===== src/hdl/aidr_pkg.sv =====
`default_nettype none

package aidr_pkg;

  // Timing constants of the audio interface and audio DMA
  localparam int CYCLES_PER_SAMPLE = 10116;
  localparam int DMA_START_DELAY   = 200;
  localparam int DMA_PERIOD        = 4096;

  // State widths
  localparam int PHASE_W     = 14;
  localparam int AI_TICKS_W  = 46;
  localparam int DMA_TICKS_W = 16;
  localparam int BLOCKS_W    = 15;
  localparam int AI_CTRL_W   = 7;
  localparam int DSP_CTRL_W  = 16;
  localparam int DATA_W      = 32;
  localparam int OFFSET_W    = 6;

  localparam logic [PHASE_W-1:0]     CPS_K       = PHASE_W'(CYCLES_PER_SAMPLE);
  localparam logic [DMA_TICKS_W-1:0] DMA_START_K = DMA_TICKS_W'(DMA_START_DELAY);
  localparam logic [DMA_TICKS_W-1:0] DMA_PERIOD_K = DMA_TICKS_W'(DMA_PERIOD);
  localparam logic [DATA_W-1:0]      BLOCK_BYTES = 32'd32;

  // Operation codes
  localparam logic [1:0] OP_TICK  = 2'd0;
  localparam logic [1:0] OP_READ  = 2'd1;
  localparam logic [1:0] OP_WRITE = 2'd2;

  // Register spaces
  localparam logic SPACE_AI  = 1'b0;
  localparam logic SPACE_DSP = 1'b1;

  // Register offsets
  localparam logic [OFFSET_W-1:0] AI_CONTROL      = 6'h00;
  localparam logic [OFFSET_W-1:0] AI_VOLUME       = 6'h04;
  localparam logic [OFFSET_W-1:0] AI_SAMPLE_COUNT = 6'h08;
  localparam logic [OFFSET_W-1:0] AI_TIMING       = 6'h0C;
  localparam logic [OFFSET_W-1:0] DSP_CONTROL     = 6'h0A;
  localparam logic [OFFSET_W-1:0] DMA_SRC_HI      = 6'h30;
  localparam logic [OFFSET_W-1:0] DMA_SRC_LO      = 6'h32;
  localparam logic [OFFSET_W-1:0] DMA_CONTROL     = 6'h36;
  localparam logic [OFFSET_W-1:0] DMA_BLOCKS      = 6'h3A;

  // Control bit positions
  localparam int AI_PLAY_BIT      = 0;
  localparam int AI_MASK_BIT      = 2;
  localparam int AI_FLAG_BIT      = 3;
  localparam int AI_CNT_CLEAR_BIT = 5;
  localparam int DSP_FLAG_BIT     = 3;
  localparam int DSP_MASK_BIT     = 4;
  localparam int DMA_ENABLE_BIT   = 15;

  // Write masks
  localparam logic [AI_CTRL_W-1:0] AI_CTRL_WMASK = 7'h57;
  localparam logic [15:0] SRC_LO_MASK  = 16'hFFE0;
  localparam logic [15:0] SRC_HI_WIDE  = 16'h1FFF;
  localparam logic [15:0] SRC_HI_NARROW = 16'h03FF;

  // Configuration register indexes
  localparam logic CFG_WII_MODE = 1'b0;

  typedef struct packed {
    logic [1:0]          op;
    logic                space;
    logic [OFFSET_W-1:0] offset;
    logic [DATA_W-1:0]   write_data;
  } item_t;

  typedef struct packed {
    logic [DATA_W-1:0] read_data;
    logic              ai_interrupt;
    logic              dsp_interrupt;
    logic              fetch_valid;
    logic [DATA_W-1:0] fetch_address;
  } result_t;

endpackage

`default_nettype wire


===== src/hdl/aidr_regs.sv =====
`default_nettype none

module aidr_regs (
  input  wire logic            clk,
  input  wire logic            rst_n,
  input  wire logic            accept,
  input  wire aidr_pkg::item_t item,
  input  wire logic            wii_mode,
  output aidr_pkg::result_t    result
);
  import aidr_pkg::*;

  logic [AI_CTRL_W-1:0]   ai_ctrl_r, ai_ctrl_nxt;
  logic [15:0]            ai_volume_r, ai_volume_nxt;
  logic [DATA_W-1:0]      count_r, count_nxt;
  logic [DATA_W-1:0]      target_r, target_nxt;
  logic [PHASE_W-1:0]     phase_r, phase_nxt;
  logic [AI_TICKS_W-1:0]  ai_ticks_r, ai_ticks_nxt;
  logic                   ai_armed_r, ai_armed_nxt;
  logic [DSP_CTRL_W-1:0]  dsp_ctrl_r, dsp_ctrl_nxt;
  logic [DATA_W-1:0]      base_r, base_nxt;
  logic [DATA_W-1:0]      cur_r, cur_nxt;
  logic [15:0]            dma_ctrl_r, dma_ctrl_nxt;
  logic [BLOCKS_W-1:0]    blocks_r, blocks_nxt;
  logic [DMA_TICKS_W-1:0] dma_ticks_r, dma_ticks_nxt;
  logic                   dma_armed_r, dma_armed_nxt;

  logic [15:0]            wdata16;
  logic                   is_write_ai;
  logic                   wr_ctrl, wr_count, wr_timing;
  logic                   arm_play;
  logic [DATA_W-1:0]      arm_count, arm_target, arm_diff, arm_n;
  logic [AI_TICKS_W-1:0]  ai_load;
  logic [DATA_W-1:0]      rd_mux;
  logic [PHASE_W-1:0]     phase_inc;
  logic [AI_TICKS_W-1:0]  ai_dec;
  logic [DMA_TICKS_W-1:0] dma_dec;
  logic [BLOCKS_W-1:0]    blocks_dec;
  logic [15:0]            src_hi_mask;
  logic                   dsp_flag_keep;
  logic                   ai_flag_keep;

  assign wdata16     = item.write_data[15:0];
  assign is_write_ai = (item.op == OP_WRITE) && (item.space == SPACE_AI);
  assign wr_ctrl     = is_write_ai && (item.offset == AI_CONTROL);
  assign wr_count    = is_write_ai && (item.offset == AI_SAMPLE_COUNT);
  assign wr_timing   = is_write_ai && (item.offset == AI_TIMING);

  // Operands of the AI countdown load, as the write leaves them
  assign arm_play   = wr_ctrl ? item.write_data[AI_PLAY_BIT] : ai_ctrl_r[AI_PLAY_BIT];
  assign arm_count  = wr_count ? item.write_data :
                      (wr_ctrl && item.write_data[AI_CNT_CLEAR_BIT]) ? '0 : count_r;
  assign arm_target = wr_timing ? item.write_data : target_r;
  assign arm_diff   = arm_target - arm_count;
  assign arm_n      = (arm_diff == '0) ? DATA_W'(1) : arm_diff;
  assign ai_load    = AI_TICKS_W'(arm_n) * AI_TICKS_W'(CPS_K);

  assign src_hi_mask   = wii_mode ? SRC_HI_WIDE : SRC_HI_NARROW;
  assign phase_inc     = phase_r + PHASE_W'(1);
  assign ai_dec        = (ai_ticks_r != '0) ? ai_ticks_r - AI_TICKS_W'(1) : ai_ticks_r;
  assign dma_dec       = (dma_ticks_r != '0) ? dma_ticks_r - DMA_TICKS_W'(1) : dma_ticks_r;
  assign blocks_dec    = (blocks_r != '0) ? blocks_r - BLOCKS_W'(1) : blocks_r;
  assign dsp_flag_keep = wdata16[DSP_FLAG_BIT] ? 1'b0 : dsp_ctrl_r[DSP_FLAG_BIT];
  assign ai_flag_keep  = item.write_data[AI_FLAG_BIT] ? 1'b0 : ai_ctrl_r[AI_FLAG_BIT];

  // Register read mux
  always_comb begin
    rd_mux = '0;
    if (item.space == SPACE_AI) begin
      case (item.offset)
        AI_CONTROL:      rd_mux = DATA_W'(ai_ctrl_r);
        AI_VOLUME:       rd_mux = DATA_W'(ai_volume_r);
        AI_SAMPLE_COUNT: rd_mux = count_r;
        AI_TIMING:       rd_mux = target_r;
        default:         rd_mux = '0;
      endcase
    end else begin
      case (item.offset)
        DSP_CONTROL: rd_mux = DATA_W'(dsp_ctrl_r);
        DMA_SRC_HI:  rd_mux = DATA_W'(base_r[31:16]);
        DMA_SRC_LO:  rd_mux = DATA_W'(base_r[15:0]);
        DMA_CONTROL: rd_mux = DATA_W'(dma_ctrl_r);
        DMA_BLOCKS:  rd_mux = DATA_W'(blocks_dec);
        default:     rd_mux = '0;
      endcase
    end
  end

  // Next state and result for one beat
  always_comb begin
    ai_ctrl_nxt   = ai_ctrl_r;
    ai_volume_nxt = ai_volume_r;
    count_nxt     = count_r;
    target_nxt    = target_r;
    phase_nxt     = phase_r;
    ai_ticks_nxt  = ai_ticks_r;
    ai_armed_nxt  = ai_armed_r;
    dsp_ctrl_nxt  = dsp_ctrl_r;
    base_nxt      = base_r;
    cur_nxt       = cur_r;
    dma_ctrl_nxt  = dma_ctrl_r;
    blocks_nxt    = blocks_r;
    dma_ticks_nxt = dma_ticks_r;
    dma_armed_nxt = dma_armed_r;
    result        = '0;

    if (accept) begin
      case (item.op)
        OP_TICK: begin
          // Advance phase and sample counter
          if (ai_ctrl_r[AI_PLAY_BIT]) begin
            if (phase_inc >= CPS_K) begin
              phase_nxt = '0;
              count_nxt = count_r + DATA_W'(1);
            end else begin
              phase_nxt = phase_inc;
            end
          end
          // AI countdown
          if (ai_armed_r) begin
            ai_ticks_nxt = ai_dec;
            if (ai_dec == '0) begin
              ai_armed_nxt = 1'b0;
              ai_ctrl_nxt[AI_FLAG_BIT] = 1'b1;
            end
          end
          // DMA countdown and block fetch
          if (dma_armed_r) begin
            dma_ticks_nxt = dma_dec;
            if (dma_dec == '0) begin
              dma_armed_nxt = 1'b0;
              if (dma_ctrl_r[DMA_ENABLE_BIT]) begin
                result.fetch_valid   = 1'b1;
                result.fetch_address = cur_r;
                if (blocks_dec == '0) begin
                  cur_nxt    = base_r;
                  blocks_nxt = dma_ctrl_r[BLOCKS_W-1:0];
                  dsp_ctrl_nxt[DSP_FLAG_BIT] = 1'b1;
                end else begin
                  cur_nxt    = cur_r + BLOCK_BYTES;
                  blocks_nxt = blocks_dec;
                end
                dma_ticks_nxt = DMA_PERIOD_K;
                dma_armed_nxt = 1'b1;
              end
            end
          end
        end
        OP_READ: begin
          result.read_data = rd_mux;
        end
        OP_WRITE: begin
          if (item.space == SPACE_AI) begin
            case (item.offset)
              AI_CONTROL: begin
                ai_ctrl_nxt = item.write_data[AI_CTRL_W-1:0] & AI_CTRL_WMASK;
                ai_ctrl_nxt[AI_FLAG_BIT] = ai_flag_keep;
                count_nxt = arm_count;
                phase_nxt = '0;
              end
              AI_VOLUME: ai_volume_nxt = wdata16;
              AI_SAMPLE_COUNT: begin
                count_nxt = item.write_data;
                phase_nxt = '0;
              end
              AI_TIMING: target_nxt = item.write_data;
              default: ;
            endcase
          end else begin
            case (item.offset)
              DSP_CONTROL: begin
                dsp_ctrl_nxt = wdata16;
                dsp_ctrl_nxt[DSP_FLAG_BIT] = dsp_flag_keep;
              end
              DMA_SRC_HI: base_nxt = {wdata16 & src_hi_mask, base_r[15:0]};
              DMA_SRC_LO: base_nxt = {base_r[31:16], wdata16 & SRC_LO_MASK};
              DMA_CONTROL: begin
                dma_ctrl_nxt = wdata16;
                if (!dma_ctrl_r[DMA_ENABLE_BIT] && wdata16[DMA_ENABLE_BIT]) begin
                  cur_nxt       = base_r;
                  blocks_nxt    = wdata16[BLOCKS_W-1:0];
                  dma_ticks_nxt = DMA_START_K;
                  dma_armed_nxt = 1'b1;
                end
              end
              default: ;
            endcase
          end
          // Rearm or drop the AI countdown
          if ((wr_ctrl && (ai_ctrl_r[AI_PLAY_BIT] || arm_play)) || wr_count || wr_timing) begin
            ai_armed_nxt = arm_play;
            ai_ticks_nxt = arm_play ? ai_load : '0;
          end
        end
        default: ;
      endcase
    end

    result.ai_interrupt  = ai_ctrl_nxt[AI_FLAG_BIT] && ai_ctrl_nxt[AI_MASK_BIT];
    result.dsp_interrupt = dsp_ctrl_nxt[DSP_FLAG_BIT] && dsp_ctrl_nxt[DSP_MASK_BIT];
  end

  // State registers
  always_ff @(posedge clk) begin
    if (!rst_n) begin
      ai_ctrl_r   <= '0;
      ai_volume_r <= '0;
      count_r     <= '0;
      target_r    <= '0;
      phase_r     <= '0;
      ai_ticks_r  <= '0;
      ai_armed_r  <= 1'b0;
      dsp_ctrl_r  <= '0;
      base_r      <= '0;
      cur_r       <= '0;
      dma_ctrl_r  <= '0;
      blocks_r    <= '0;
      dma_ticks_r <= '0;
      dma_armed_r <= 1'b0;
    end else begin
      ai_ctrl_r   <= ai_ctrl_nxt;
      ai_volume_r <= ai_volume_nxt;
      count_r     <= count_nxt;
      target_r    <= target_nxt;
      phase_r     <= phase_nxt;
      ai_ticks_r  <= ai_ticks_nxt;
      ai_armed_r  <= ai_armed_nxt;
      dsp_ctrl_r  <= dsp_ctrl_nxt;
      base_r      <= base_nxt;
      cur_r       <= cur_nxt;
      dma_ctrl_r  <= dma_ctrl_nxt;
      blocks_r    <= blocks_nxt;
      dma_ticks_r <= dma_ticks_nxt;
      dma_armed_r <= dma_armed_nxt;
    end
  end

  // An armed countdown never sits at zero
  a_ai_armed_nonzero: assert property (@(posedge clk) disable iff (!rst_n)
    ai_armed_r |-> (ai_ticks_r != '0))
    else $error("AI countdown armed at zero");

  a_dma_armed_nonzero: assert property (@(posedge clk) disable iff (!rst_n)
    dma_armed_r |-> (dma_ticks_r != '0))
    else $error("DMA countdown armed at zero");

  // Phase stays below one sample period
  a_phase_range: assert property (@(posedge clk) disable iff (!rst_n)
    phase_r < CPS_K)
    else $error("sample phase out of range");

  // Fetch addresses are block aligned
  a_fetch_aligned: assert property (@(posedge clk) disable iff (!rst_n)
    result.fetch_valid |-> (result.fetch_address[4:0] == 5'd0))
    else $error("unaligned DMA fetch address");

endmodule

`default_nettype wire


===== src/hdl/audio_interface_and_dma_registers.sv =====
// Each accepted beat's result is registered into the out_ register, or into the skid slot while out is stalled.
// Throughput: one item per cycle while in_ready is high; state is updated in the same cycle the item is accepted.
// An output register plus a one-beat skid slot keep in_ready high while one result waits;
// in_ready drops only when both hold a beat. Reset (synchronous, rst_n low) clears all
// registers and counters and empties both result slots.
`default_nettype none

module audio_interface_and_dma_registers (
  input  wire logic        clk,
  input  wire logic        rst_n,
  // Input channel
  input  wire logic        in_valid,
  output logic             in_ready,
  input  wire logic [1:0]  in_op,
  input  wire logic        in_space,
  input  wire logic [5:0]  in_offset,
  input  wire logic [31:0] in_write_data,
  // Result channel
  output logic             out_valid,
  input  wire logic        out_ready,
  output logic [31:0]      out_read_data,
  output logic             out_ai_interrupt,
  output logic             out_dsp_interrupt,
  output logic             out_fetch_valid,
  output logic [31:0]      out_fetch_address,
  // Configuration port
  input  wire logic        psel,
  input  wire logic        penable,
  input  wire logic        pwrite,
  input  wire logic [2:0]  paddr,
  input  wire logic [31:0] pwdata,
  output logic [31:0]      prdata,
  output logic             pready
);
  import aidr_pkg::*;

  logic    wii_mode_r;
  logic    cfg_write;
  logic    in_accept;
  logic    out_load;
  item_t   item;
  result_t result;
  result_t out_r;
  result_t skid_r;
  logic    out_valid_r;
  logic    skid_valid_r;

  // Configuration register
  assign pready    = 1'b1;
  assign cfg_write = psel && penable && pwrite && pready;
  assign prdata    = (paddr[2] == CFG_WII_MODE) ? {31'b0, wii_mode_r} : '0;

  always_ff @(posedge clk) begin
    if (!rst_n) begin
      wii_mode_r <= 1'b0;
    end else if (cfg_write && (paddr[2] == CFG_WII_MODE)) begin
      wii_mode_r <= pwdata[0];
    end
  end

  // Register block
  assign in_ready  = !skid_valid_r;
  assign in_accept = in_valid && in_ready;
  assign item      = '{op: in_op, space: in_space, offset: in_offset,
                       write_data: in_write_data};

  aidr_regs u_regs (
    .clk      (clk),
    .rst_n    (rst_n),
    .accept   (in_accept),
    .item     (item),
    .wii_mode (wii_mode_r),
    .result   (result)
  );

  // Output register with skid stage: hold a beat in the skid slot while out is stalled
  assign out_load = !out_valid_r || out_ready;

  always_ff @(posedge clk) begin
    if (!rst_n) begin
      out_valid_r  <= 1'b0;
      skid_valid_r <= 1'b0;
    end else if (out_load) begin
      if (skid_valid_r) begin
        out_valid_r  <= 1'b1;
        skid_valid_r <= 1'b0;
      end else begin
        out_valid_r  <= in_accept;
      end
    end else if (in_accept) begin
      skid_valid_r <= 1'b1;
    end
  end

  always_ff @(posedge clk) begin
    if (out_load) begin
      out_r <= skid_valid_r ? skid_r : result;
    end else if (in_accept) begin
      skid_r <= result;
    end
  end

  assign out_valid         = out_valid_r;
  assign out_read_data     = out_r.read_data;
  assign out_ai_interrupt  = out_r.ai_interrupt;
  assign out_dsp_interrupt = out_r.dsp_interrupt;
  assign out_fetch_valid   = out_r.fetch_valid;
  assign out_fetch_address = out_r.fetch_address;

  // The skid slot only fills behind a waiting result
  a_skid_behind_out: assert property (@(posedge clk) disable iff (!rst_n)
    skid_valid_r |-> out_valid_r)
    else $error("skid slot full with output empty");

  // An accepted beat always shows up on the output the next cycle or waits in skid
  a_accept_lands: assert property (@(posedge clk) disable iff (!rst_n)
    in_accept |=> (out_valid_r && (skid_valid_r || $past(out_load))))
    else $error("accepted beat lost");

  // A stalled output with a full skid slot takes no new beat
  a_no_overrun: assert property (@(posedge clk) disable iff (!rst_n)
    (skid_valid_r && !out_ready) |=> skid_valid_r)
    else $error("skid slot dropped while stalled");

endmodule

`default_nettype wire

===== config.mk =====
export PLATFORM = sky130hd
export DESIGN_NAME = audio_interface_and_dma_registers
export DESIGN_NICKNAME = d
export VERILOG_FILES = /design/src/hdl/aidr_pkg.sv /design/src/hdl/aidr_regs.sv /design/src/hdl/audio_interface_and_dma_registers.sv
export SDC_FILE = /design/constraint.sdc
export NUM_CORES = 2
export LEC_CHECK = 0
export BUFFER_PORTS_ARGS = -buffer_cell sky130_fd_sc_hd__clkbuf_2
export CELL_PAD_IN_SITES_DETAIL_PLACEMENT = 1
export CELL_PAD_IN_SITES_GLOBAL_PLACEMENT = 1
export CORE_UTILIZATION = 52
export DETAILED_ROUTE_END_ITERATION = 10
export GPL_TIMING_DRIVEN = 0
export MAX_ROUTING_LAYER = met4
export PLACE_DENSITY = 0.85
export SLEW_MARGIN = 10
export SYNTH_ARGS = -nofsm -noshare
export SYNTH_HDL_FRONTEND = slang
export SYNTH_HIERARCHICAL = 1
export SYNTH_SLANG_ARGS = --single-unit

===== constraint.sdc =====
create_clock -name clk -period 25.3 [get_ports clk]
set_clock_uncertainty 0.15 [all_clocks]
set_input_delay 1.265 -clock clk [delete_from_list [all_inputs] [get_ports clk]]
set_output_delay 1.265 -clock clk [all_outputs]
set_load 0.1 [all_outputs]

==> Word level (Yosys, flattened, before mapping) <==
Cells that the tools add are included.
{ "totals": {"ff_bits": 412, "word_cells": 206, "n_memories": 0, "latch_bits": 0, "ramBits": 0, "output_inout_bits": 102, "rom_bits": 0, "inputBits": 83} }
{ "classes": {"n_eq_ne": 23, "bitwise_logic": 7, "mux": 90, "addsub": 7, "div": 0, "shifts": 0, "n_reduce_logical": 47, "mul": 1, "magnitude_cmp": 1} }
{ "op_table": {"columns": ["op", "count"], "rows": [
  ["$mux 32", 17],
  ["$pmux 32 s2", 4],
  ["$mux 46", 4],
  ["$mux 33", 5],
  ["$pmux 32 s4", 1],
  ["$mux 15", 8],
  ["$mux 16", 7],
  ["$pmux 46 s2", 1],
  ["$pmux 16 s5", 1],
  ["$mux 67", 1],
  ["$mux 14", 4],
  ["$logic_not 46->1", 1],
  ["$reduce_bool 46->1", 1],
  ["$sub 46x1->46 const B", 1],
  ["$mul 32x12->44 const B", 1],
  ["$add 32x1->32 const B", 1],
  ["$add 32x6->32 const B", 1],
  ["$logic_not 32->1", 1],
  ["$pmux 16 s2", 1],
  ["$sub 32x32->32", 1],
  ["$pmux 15 s2", 1],
  ["$pmux 14 s2", 1],
  ["$eq 6x6->1 const B", 4],
  ["$reduce_and 4->1", 6],
  ["other kinds (35)", 102]
]} }

==> Longest topological paths before layout <==
{ "depth": {"ltp_word": 13, "ltp_mapped": 39} }

==> Cells and area by module <==
The synthesis kept the hierarchy.
{ "by_module_without_submodules": {"columns": ["mod", "n_inst", "area_per_inst_um2", "seq_area_each_um2", "cells_each"], "rows": [
  ["aidr_regs", 1, 25059.0, 5245.0, 3363],
  ["audio_interface_and_dma_registers", 1, 5567.8, 4083.9, 258]
]} }

==> Least setup slack after synthesis <==
OpenSTA, ideal clock, no wires.
{ "synth_path": {"path_type": "in2reg", "start": "input in_space", "end": "register u_regs.ai_ticks_r[45]", "arrival_ns": 9.790, "path_buffers": 3, "t_required_ns": 25.020, "slack_ns": 15.231, "cell_stages": 35, "cell_sequence": "clkbuf_1 -> nor3b_1 -> and2_1 -> clkbuf_1 -> clkbuf_1 -> mux2i_1 -> ha_1 -> inv_1 -> fa_1 -> a211oi_1 -> o21bai_1 -> a221oi_1 -> o21ai_0 -> a21boi_0 -> xnor2_1 -> inv_1 -> fa_1 -> inv_1 -> ha_1 -> fa_1 -> fa_1 -> inv_1 -> fa_1 -> inv_1 -> ha_1 -> a21o_1 -> a21o_1 -> a21o_1 -> a21oi_1 -> a2bb2oi_1 -> nand2_1 -> o21ai_0 -> o21ai_0 -> nand4b_1 -> o211ai_1"} }
{ "synth_between": {"elab_chain_len": 13, "word_cells_on_any_way": 23, "classes_between": "1 x add/sub; 1 x mul; 1 x eq/ne; 8 x mux; 1 x bitwise; 11 x reduce/logical"} }
{ "synth_lines": {"columns": ["item", "line_no", "text"], "rows": [
  ["start, declared", "audio_interface_and_dma_registers.sv:15", "input wire logic in_space,"],
  ["$not 1->1 (no line) *", null, null],
  ["$logic_and 1x1->1 *", "aidr_regs.sv:44", "assign is_write_ai = (item.op == OP_WRITE) && (item.space == SPACE_AI);"],
  ["$logic_and 1x1->1", "aidr_regs.sv:45", "assign wr_ctrl = is_write_ai && (item.offset == AI_CONTROL);"],
  ["$logic_and 1x1->1", "aidr_regs.sv:52", "(wr_ctrl && item.write_data[AI_CNT_CLEAR_BIT]) ? '0 : count_r;"],
  ["$mux 32", "aidr_regs.sv:52", null],
  ["$mux 32", "aidr_regs.sv:51", "assign arm_count = wr_count ? item.write_data :"],
  ["$sub 32x32->32", "aidr_regs.sv:54", "assign arm_diff = arm_target - arm_count;"],
  ["$logic_not 32->1", "aidr_regs.sv:55", "assign arm_n = (arm_diff == '0) ? DATA_W'(1) : arm_diff;"],
  ["$mux 32", "aidr_regs.sv:55", null],
  ["$mul 32x12->44", "aidr_regs.sv:56", "assign ai_load = AI_TICKS_W'(arm_n) * AI_TICKS_W'(CPS_K);"],
  ["$mux 46", "aidr_regs.sv:192", "ai_ticks_nxt = arm_play ? ai_load : '0;"],
  ["$mux 46", "aidr_regs.sv:190", "if ((wr_ctrl && (ai_ctrl_r[AI_PLAY_BIT] || arm_play)) || wr_count || wr_timing) begin"],
  ["$pmux 46 s2", "aidr_regs.sv:108", "case (item.op)"],
  ["end signal, assigned", "aidr_regs.sv:226", "ai_ticks_r <= ai_ticks_nxt;"],
  ["end, declared", "aidr_regs.sv:18", "logic [AI_TICKS_W-1:0] ai_ticks_r, ai_ticks_nxt;"]
]} }
Mark *: on every way between the ends. The rest lies on a longest branch, timed or not. The select of a mux whose other input is x is not followed.
A chain may end at the register's enable or synchronous reset.

==> Worst setup path in the final report <==
Ends and elaborated chain as after synthesis.

==> flow_summary.yaml <==
setup_path:
  crit_fanout: 10
  critPathKind: "primary input to flip-flop"
  start_kind: "primary input"
  rr_worst_depth: 31
  crit_slowest_cell: "xnor2_1"
  regToRegSetupSlack_ps: 15140
  crit_path_end_kind: "flip-flop"
  reg2reg_to: "u_regs/ai_ticks_r[45]"
  critPathLaunch: "in_space"
  critPathMaxStageDelay_ps: 890
  critPathArrivalTime_ps: 13240
  required_ps: 25650
  worstReg2RegStart: "u_regs/count_r[14]"
logic_synthesis:
  synth-seq-area-share_pct: 30.5
  syn_area_per_cell_um2: 8.46
  synthArstFlopShare_pct: 0
  synthDominantCellAreaShare_pct: 17.3
  ys_ff_latch: 399
  synth_edf_count: 134
  ys_top_cells_by_area: "dfxtp_1 (17%), edfxtp_1 (13%), ha_1 (7.6%), fa_1 (7.3%), a21oi_1 (5.7%)"
  synth_compound_area_share_pct: 19.9
  ys.flop_type: "dfxtp_1"
  ys_types: 101
  synth_area_mm2: 0.0306
  yosys_warnings: 6
  synthAdderAreaFrac_pct: 14.8
  synthXorXnorAreaFrac_pct: 2.43
  syn_inst: 3621
  synth_top_family_by_area: "compound AO/OA/AOI/OAI gates"
  synth_mux_area_share_pct: 6.10
  synth_largest_area_cell: "dfxtp_1"
  synthSimpleGateAreaFrac_pct: 19.0
floorplan:
  fp.dieW_um: 245
  pin_count: 185
  core_mm2: 0.0579
  fp-row-count: 88
  initial_core_util_pct: 52.9
  die_y_um: 245
  dieArea_mm2: 0.0599
flow_run:
  maxCapViolations: 0
place:
  dp_hpwl_um: 97300
  dp_slack_ps: 12300
  place.gp.congestion: 1.05
  dp.cells: 4531
  numPortBuffers: 104
power:
  irDropWorstVdd_mv: 0.0695
  power_leakage_nw: 14.1
  power.density_mw_per_mm2: 75.3
clock_network:
  htreeDepth: 2
  clock_sinks: 399
  path_clk_slew_ps: 60
  cts_setup_buffers: 0
  cts_made_buffers: 44
  worst_skew_pair.late_latency_ps: 580
  ctsResizeCount: 0
  cts_root_buf: "clkbuf_16"
  clockBufferDepth: 3
  postCtsHoldBufs: 0
  tritoncts: "done"
sta:
  fmaxAchievable_ghz: 0.0775
  tightestPinTransition_ps: 1340
  rsz0062_at_grt: "no"
  drv_slew: 0
  setup_viol: 0
  finalHoldViolCount: 0
  final.min_clock_period_ps: 12900
  worst_slack_ps: 12400
  min_period_over_period_pct: 51.0
  timing.setup.tns_ps: 0
  relSlewSlack_pct: 10.4
finish:
  layout_commonest_cell: "nand2_1"
  layout.nets: 4191
  final_cell_mix: "nand2_1 (384), a21oi_1 (349), nor2_1 (314)"
  fin_cells: 4614
  layout-drive-gt1-share_pct: 11.0
  synthToLayoutAreaGrowth_pct: 10.5
routing:
  wl_um: 126000
  ant_nets: 0
  drc_errors: 0
  vias: 30626
  post_drt_wl_per_cell_um: 27.4
  drt-initial-drc-count: 3236
  viasPerCell: 6.64
  dr.pass1.iters: 6
hold_path:
  whs_path_depth: 2
  hold_end: "u_regs/dsp_ctrl_r[1]"
  hold_class: "flip-flop to flip-flop"
  min-delay-start: "u_regs/dsp_ctrl_r[1]"
global_routing:
  grt_first_pass_wirelength_um: 191000
  antenna_found_initial: 2
  grt_max_degree: 45
  grt_usage_pct: 42.6
  grt_overflow: 0
  first_global_vias: 31557
run_status:
  status: "finished, final reports clean"
-- cells in the mapped netlist (all sizes together), types with 16 or more instances --
cell type	instances
a211oi	30
a21o	36
a21oi	350
a22oi	63
a31oi	42
and2	54
and3	37
buf	77
clkbuf	186
dfxtp	265
edfxtp	134
fa	111
ha	185
inv	248
mux2	106
mux2i	36
nand2	384
nand2b	17
nand3	99
nand4	42
nor2	316
nor2b	16
nor3	84
nor4	45
o211ai	24
o21a	19
o21ai	196
o22ai	32
or2	16
or3	35
xnor2	52
xor2	33
-- flip-flops by register name, summed over array words and instances (netlist names), 16 cells and up --
signal,count
u_regs/cur_r,27
skid_r,67
out_fetch_address,32
u_regs/base_r,24
u_regs/target_r,32
out_read_data,32
u_regs/count_r,32
u_regs/dsp_ctrl_r,16
u_regs/ai_volume_r,16
u_regs/dma_ticks_r,16
u_regs/dma_ctrl_r,16
u_regs/ai_ticks_r,46
-- kinds of logic after synthesis --
group                    Yosys count
other                              3
XOR/XNOR                          85
adder cells (fa/ha/maj)          296
buffers and inverters            512
AND/OR/NAND/NOR                 1211
multiplexers                     145
AO/OA/AOI/OAI                    970
flip-flops                       399
-- critical path, delay by kind of cell --
kind	cells	cell delay, ps
mux	1	290
fa+ha+maj	7	2450
xor+xnor	2	1050
simple gates	7	2500
compound gates	12	3840
buf+inv	6	1810
-- final cells by class --
cell class	instances	area, um2
antenna	1	2.50
buffer	263	1290
clock buffer	50	1150
clock inverter	32	324
fill	6986	24100
inverter	249	935
multi-input combinational	2744	19200
sequential	399	9330
tap	765	957
timing repair buffer	111	593
-- per-stage QoR --
stage	utilization [%]	hold WS [ps]	cell area [um2]	total power, W
final	58.4	317	33800	0.00255
after global placement	55.7	297	32200	0.00178
after floorplan	-	286	30800	0.00152
after detailed placement	55.9	304	32400	0.00186
after CTS	58.4	313	33800	0.00253
after global routing	58.4	328	33800	0.00267
-- report_power, final --
group          switching, W  internal, W  total [W]
clock              0.000291     0.000383   0.000674
combinational      0.000788     0.000402    0.00119
sequential       0.00000983     0.000673   0.000683
total               0.00109      0.00146    0.00255
-- worst max path at each step --
stage / to / slack (ps) / cells past startpoint
2_1_floorplan: u_regs/ai_ticks_r[45] / 15230 / 35
3_3_place_gp: u_regs/ai_ticks_r[45] / 12690 / 34
3_5_place_dp: u_regs/ai_ticks_r[45] / 12300 / 35
4_1_cts: u_regs/ai_ticks_r[45] / 12810 / 35
5_1_grt: u_regs/ai_ticks_r[45] / 12020 / 36
6_report: u_regs/ai_ticks_r[45] / 12400 / 35
-- routing by layer --
layer	GRT usage [%]	part of all wire [%]	up-vias
met4	23.0	6.2	0
met3	5.89	8.1	460
met5	-	0	-
li1	-	-	13293
met2	69.4	47	1701
met1	50.9	39	15172
Note: power is estimated with default switching activity, not from simulation.
